## src/hw/rtl/swm_pkg.sv

```systemverilog
// shared constants and types for the sliding window maximum block
`timescale 1ns / 1ps
`default_nettype none
package swm_pkg;

   localparam int WINDOW_MAX = 64;
   localparam int PTR_W      = $clog2(WINDOW_MAX);
   localparam int CNT_W      = $clog2(WINDOW_MAX + 1);
   localparam int DATA_W     = 32;
   localparam int WIN_W      = 7;
   localparam int CSR_ADDR_W = 3;

   localparam logic [0:0] REG_WINDOW_SIZE = 1'b0;
   localparam logic [WIN_W-1:0] WINDOW_SIZE_RESET = 7'd3;

   typedef enum logic [2:0] {
      ST_IDLE,
      ST_BACK_RD,
      ST_BACK_CMP,
      ST_FRONT_RD,
      ST_FRONT_CMP,
      ST_PUSH,
      ST_OUT
   } state_type;

   typedef struct packed {
      logic load;
      logic rd_back;
      logic rd_front;
      logic drop_tail;
      logic drop_head;
      logic keep_head;
      logic push;
      logic emit;
   } cmd_type;

   typedef struct packed {
      logic occ_zero;
      logic back_pop;
      logic front_old;
      logic result_due;
      logic out_busy;
   } status_type;

endpackage
`default_nettype wire

```

## src/hw/rtl/swm_ctrl.sv

```systemverilog
// sequencer for back pops, front pops, push and result transfer
`timescale 1ns / 1ps
`default_nettype none
module swm_ctrl (
   input  wire logic                clock,
   input  wire logic                reset,
   input  wire logic                req_tvalid,
   output logic                     req_tready,
   input  wire swm_pkg::status_type status,
   output swm_pkg::cmd_type         cmd
);
   import swm_pkg::*;

   state_type state_ff, state_in;

   always_comb begin
      state_in = state_ff;
      unique case (state_ff)
         ST_IDLE: begin
            if (req_tvalid) begin
               state_in = ST_BACK_RD;
            end
         end
         ST_BACK_RD: begin
            state_in = status.occ_zero ? ST_FRONT_RD : ST_BACK_CMP;
         end
         ST_BACK_CMP: begin
            state_in = status.back_pop ? ST_BACK_RD : ST_FRONT_RD;
         end
         ST_FRONT_RD: begin
            state_in = status.occ_zero ? ST_PUSH : ST_FRONT_CMP;
         end
         ST_FRONT_CMP: begin
            state_in = status.front_old ? ST_FRONT_RD : ST_PUSH;
         end
         ST_PUSH: begin
            state_in = ST_OUT;
         end
         ST_OUT: begin
            if (!status.result_due || !status.out_busy) begin
               state_in = ST_IDLE;
            end
         end
         default: state_in = ST_IDLE;
      endcase
   end

   always_comb begin
      cmd        = '0;
      req_tready = 1'b0;
      unique case (state_ff)
         ST_IDLE: begin
            req_tready = 1'b1;
            cmd.load   = req_tvalid;
         end
         ST_BACK_RD: begin
            cmd.rd_back = !status.occ_zero;
         end
         ST_BACK_CMP: begin
            cmd.drop_tail = status.back_pop;
         end
         ST_FRONT_RD: begin
            cmd.rd_front = !status.occ_zero;
         end
         ST_FRONT_CMP: begin
            cmd.drop_head = status.front_old;
            cmd.keep_head = !status.front_old;
         end
         ST_PUSH: begin
            cmd.push = 1'b1;
         end
         ST_OUT: begin
            cmd.emit = status.result_due && !status.out_busy;
         end
         default: cmd = '0;
      endcase
   end

   always_ff @(posedge clock) begin
      if (reset) begin
         state_ff <= ST_IDLE;
      end else begin
         state_ff <= state_in;
      end
   end

endmodule
`default_nettype wire

```

## config.mk

```make
export PLATFORM = sky130hd
export DESIGN_NAME = swm_ctrl
export DESIGN_NICKNAME = d
export VERILOG_FILES = /design/src/hw/rtl/swm_pkg.sv /design/src/hw/rtl/swm_ctrl.sv
export SDC_FILE = /design/constraint.sdc
export NUM_CORES = 1
export LEC_CHECK = 0
export BUFFER_PORTS_ARGS = -buffer_cell sky130_fd_sc_hd__buf_4
export CORE_AREA = 2 2 39 41
export DETAILED_ROUTE_END_ITERATION = 6
export DIE_AREA = 0 0 41 43
export PLACE_DENSITY_LB_ADDON = 0.1
export RECOVER_POWER = 100
export SYNTH_ARGS = -nofsm -noshare
export SYNTH_HDL_FRONTEND = slang
export SYNTH_SLANG_ARGS = --single-unit
```

## constraint.sdc

```tcl
create_clock -name clock -period 1.2 [get_ports clock]
set_clock_uncertainty 0.2 [all_clocks]
set_input_delay 0.24 -clock clock [delete_from_list [all_inputs] [get_ports clock]]
set_output_delay 0.24 -clock clock [all_outputs]
set_load 0.02 [all_outputs]
```

# Yosys cells after proc, flatten, opt, wreduce, memory -nomap -nowiden
# Index checks and enable logic that the tools add are counted.
[word_totals]
ff_bits = 3
inputBits = 8
output_inout_bits = 9
[op_classes]
muxes = 15
eq_ne = 8
n_reduce_logical = 8
[op_table]
columns = ["cell", "count"]
rows = [
  ["3-bit case mux with 7 select lines", 1],
  ["3-bit equality test (second input constant)", 3],
  ["1-bit 2-to-1 mux", 9],
  ["3-bit 2-to-1 mux", 3],
  ["3-bit by 2-bit equality test with 1-bit output (second input constant)", 2],
  ["1-bit logical NOT", 4],
  ["2-bit 2-to-1 mux", 2],
  ["2-bit inequality test (second input constant)", 2],
  ["3-bit by 1-bit equality test with 1-bit output (second input constant)", 1],
  ["3-bit logical NOT", 1],
  ["2-bit AND reduction", 1],
  ["1-bit logical AND", 1],
  ["1-bit logical OR", 1],
]

# Longest topological paths before layout
[depth]
ltp_word = 4
ltp_mapped = 4

# Worst setup path after synthesis
# Ideal clock, no wire load.
[synth_timing]
kind = "flip-flop to output port"
start = "reg state_ff[0]"
end = "out cmd[7] (netlist name)"
arrival_time_ps = 1351
setup_slack_ps = -591
n_path_buf = 1
path_stages_with_launch = 4
required_time_ps = 760
path_cell_list = "dfxtp_1 > buf_2 > nor3_1 > and2_1"
[synth_lines]
columns = ["element", "line_no", "text"]
rows = [
  ["start: declaration", "swm_ctrl.sv:14", "state_type state_ff, state_in;"],
  ["start signal: assignment", "swm_ctrl.sv:83", "state_ff <= state_in;"],
  ["end: declaration", "swm_ctrl.sv:10", "output swm_pkg::cmd_type cmd"],
]

==> summary.txt <==
STA
  – Setup WS post-layout: -337.9 ps
  – Max-slew headroom: 0.8270
  – F_max: 650.2 MHz
  – Slew @ Worst Pin: 255.9 ps
  – Part of the cycle the worst path needs: 1.282
  – Setup TNS: -3097 ps
  – Min Tclk post-route: 1538 ps
  – RSZ-0062 raised after global routing: true
  – Final Hold Viols: 0
  – Slew Viols, Final: 0
  – Setup-failing EPs final: 12

Finish
  – Largest regs: state_ff (3)
  – Area growth from synthesis to layout: 142.9%
  – Post-Layout Cell Count: 80
  – Ant diodes: 0
  – Nets: 73
  – Most common cell after layout, fill and taps aside: buf_4
  – Largest register FFs: 3
  – Layout fillers: 142
  – Layout cell share with drive strength beyond 1: 0.7031
  – Core Util, Final: 0.4611
  – Most frequent cells in the layout: 16 x buf_4, 10 x buf_6
  – Largest reg by FF count: state_ff

Global route
  – Met1 global-route usage: 0.1246
  – GRT overflow: 0
  – GR peak layer: met2
  – GRT met3 Usage: 0.03141
  – Via count of the first global-routing pass: 356
  – Largest net degree at the start of global routing: 11
  – Initial antenna violation count: 0
  – Met2 Use GR: 0.1938
  – Global Route Usage Sum: 0.1162
  – First-pass GRT wire length: 1414 µm

Floorplan
  – Die Y-Extent: 43 µm
  – Die Wd: 41 µm
  – Core ar.: 1384 µm²
  – Die area: 1763 µm²
  – Initial Utilization: 0.1899
  – IO Pins: 17
  – Rows: 14

Power
  – Power Total: 0.6714 mW
  – Flop pwr share: 0.227
  – Psw: 0.2270 mW
  – Cell internal pwr: 0.4444 mW
  – VDD IR max: 515.9 µV
  – Sw frac: 0.3381
  – Power density cells: 1052 nW/µm²
  – Pleak: 0.2890 nW
  – Clock power frac: 0.256
  – Comb power frac: 0.516

Synthesis
  – Seq/Total Area, Yosys: 0.2286
  – Seq cells post-synth: 3
  – Yosys warns: 0
  – Number of library cell types mapped by synthesis: 22
  – Avg Cell Area, Syn: 7.299 µm²
  – Post-Syn Nets: 44
  – Post-Syn Area: 262.8 µm²
  – Syn Inst Count: 36

Clock tree
  – TritonCTS Buffers: 3
  – CTS tree: yes
  – Root Driver: clkbuf_4
  – Clock Tree Buf Depth: 2
  – H-tree depth: 1
  – Clock sink count: 3
  – Clock transition at path regs: 40 ps
  – Clock Latency Late Sink: 230 ps

Worst setup path
  – Worst stage delay on the critical path: 350 ps
  – Worst path slowest cell: dfxtp_4
  – Bufs and invs on worst path: 2
  – Startpoint types: flip-flop
  – Reg-to-reg slack, setup: -140 ps
  – Crit. Startpoint: state_ff[0]
  – WP data required: 760 ps
  – Worst Reg-to-Reg Cells: 5
  – Crit path kind: flip-flop to output port
  – Cell with the most instances on the worst path: buf_6
  – RR Endpoint: state_ff[2]
  – Cells along the critical path: buf_6 -> nor3_4 -> and2_4 -> buf_6
  – Origin of the critical flop-to-flop path: state_ff[0]
  – Nature of the critical path endpoint: output port
  – Top delay family on crit path: flip-flops
  – WP depth: 4
  – Crit-path max FO: 6
  – Worst Path Arrival: 1100 ps
  – CP endpoint: cmd[7]

Detailed routing
  – Vias: 358
  – Vias per inst: 4.475
  – Routed len/inst: 11.10 µm
  – Antenna-violating nets left: 0
  – Initial DRC count: 3
  – DRT Pass-1 Iters: 4
  – Drc violations: 0
  – Total routed wirelength: 888 µm

Worst hold path
  – Worst Hold Class: input pin to flip-flop
  – Hold path depth: 3

Outcome
  – Status: finished with violations
  – Failing checks: setup timing

Placed design
  – RD Place Congestion: 0.7911
  – Post-DP HPWL: 666.5 µm
  – Pre-CTS setup slack: -204.2 ps
  – I/O Buffers: 16
  – Placed Cells: 73

Job
  – Max Cap Viol: 0
==> through the flow <==
stage / hold WS [ps] / instance area [µm²]
after detailed placement: 222.4 / 520.5
after global routing: 54.01 / 638.1
final: 62.31 / 638.1
after CTS: 48.94 / 634.4
after global placement: 224.3 / 520.5
after floorplan: 101.7 / 357.8
==> worst min-delay path, cell delays in order <==
cell     delay [ps]
buf_4            90
a21oi_1          30
o31a_1           90
==> layer usage <==
metal | wire [µm] | vias to the layer above
li1 | - | 189
met1 | 355 | 160
met2 | 492 | 9
met3 | 40 | 0
met4 | 0 | 0
met5 | 0 | -
==> synth_stat cells <==
| cell | instances | share of area |
|---|---|---|
| dfxtp_1 | 3 | 0.23 |
| o22a_1 | 1 | 0.033 |
| inv_1 | 1 | 0.014 |
| a21oi_2 | 1 | 0.033 |
| nand2_1 | 3 | 0.043 |
| and4b_1 | 1 | 0.038 |
| nor2b_1 | 1 | 0.024 |
| a21oi_1 | 3 | 0.057 |
| o21ai_0 | 1 | 0.019 |
| nand4_1 | 1 | 0.024 |
| nand2b_1 | 1 | 0.024 |
| buf_2 | 3 | 0.057 |
| o31a_1 | 1 | 0.033 |
| and2_1 | 1 | 0.024 |
| and3b_1 | 1 | 0.033 |
| nor3b_1 | 2 | 0.057 |
| nor2_1 | 3 | 0.043 |
| and4bb_2 | 1 | 0.048 |
| nor4b_1 | 1 | 0.033 |
| or3_1 | 1 | 0.024 |
| xor2_1 | 1 | 0.033 |
| nor3_1 | 4 | 0.076 |
==> logic make-up (layout without fill, tap and decap cells) <==
logic type      after synthesis  in the layout  synth area share
simple gates                 21             21            0.4905
compound gates                7              7            0.1762
buf+inv                       4             32           0.07140
flops                         3              3            0.2286
xor+xnor                      1              1           0.03334
==> what timing repair did <==
action / in CTS / in global routing
endpoints found under the setup margin: 12 / 12
hold buffers: 1 / 0
pin swaps: 5 / 3
hold endpoints to repair: 2 / 0
gates resized for setup: 19 / 0
buffers inserted: 1 / 2
==> worst min-delay path by stage <==
| stage | startpoint | endpoint | slack [ps] |
|---|---|---|---|
| finish | reset | state_ff[1] | 60 |
| global route | reset | state_ff[1] | 50 |
| CTS | reset | state_ff[1] | 50 |
| detailed placement | reset | state_ff[2] | 220 |
| global placement | reset | state_ff[2] | 220 |
| floorplan | reset | state_ff[2] | 100 |
==> power by group through the flow <==
stage	Sequential [mW]	Clock, mW	Combinational (mW)
after floorplan	0.136	0	0.195
after global placement	0.149	0	0.284
after detailed placement	0.149	0	0.287
after CTS	0.153	0.183	0.345
after global routing	0.158	0.201	0.369
final	0.153	0.172	0.347
==> layout make-up <==
| cell class | count | area [µm²] | share of cell area |
|---|---|---|---|
| Timing Repair Buffer | 27 | 242.7 | 0.3804 |
| Inverter | 1 | 3.754 | 0.005882 |
| Multi-Input combinational cell | 29 | 274.0 | 0.4294 |
| Clock buffer | 4 | 26.28 | 0.04118 |
| Tap cell | 16 | 20.02 | 0.03137 |
| Sequential cell | 3 | 71.32 | 0.1118 |
Note: power is estimated with default switching activity, not from simulation.
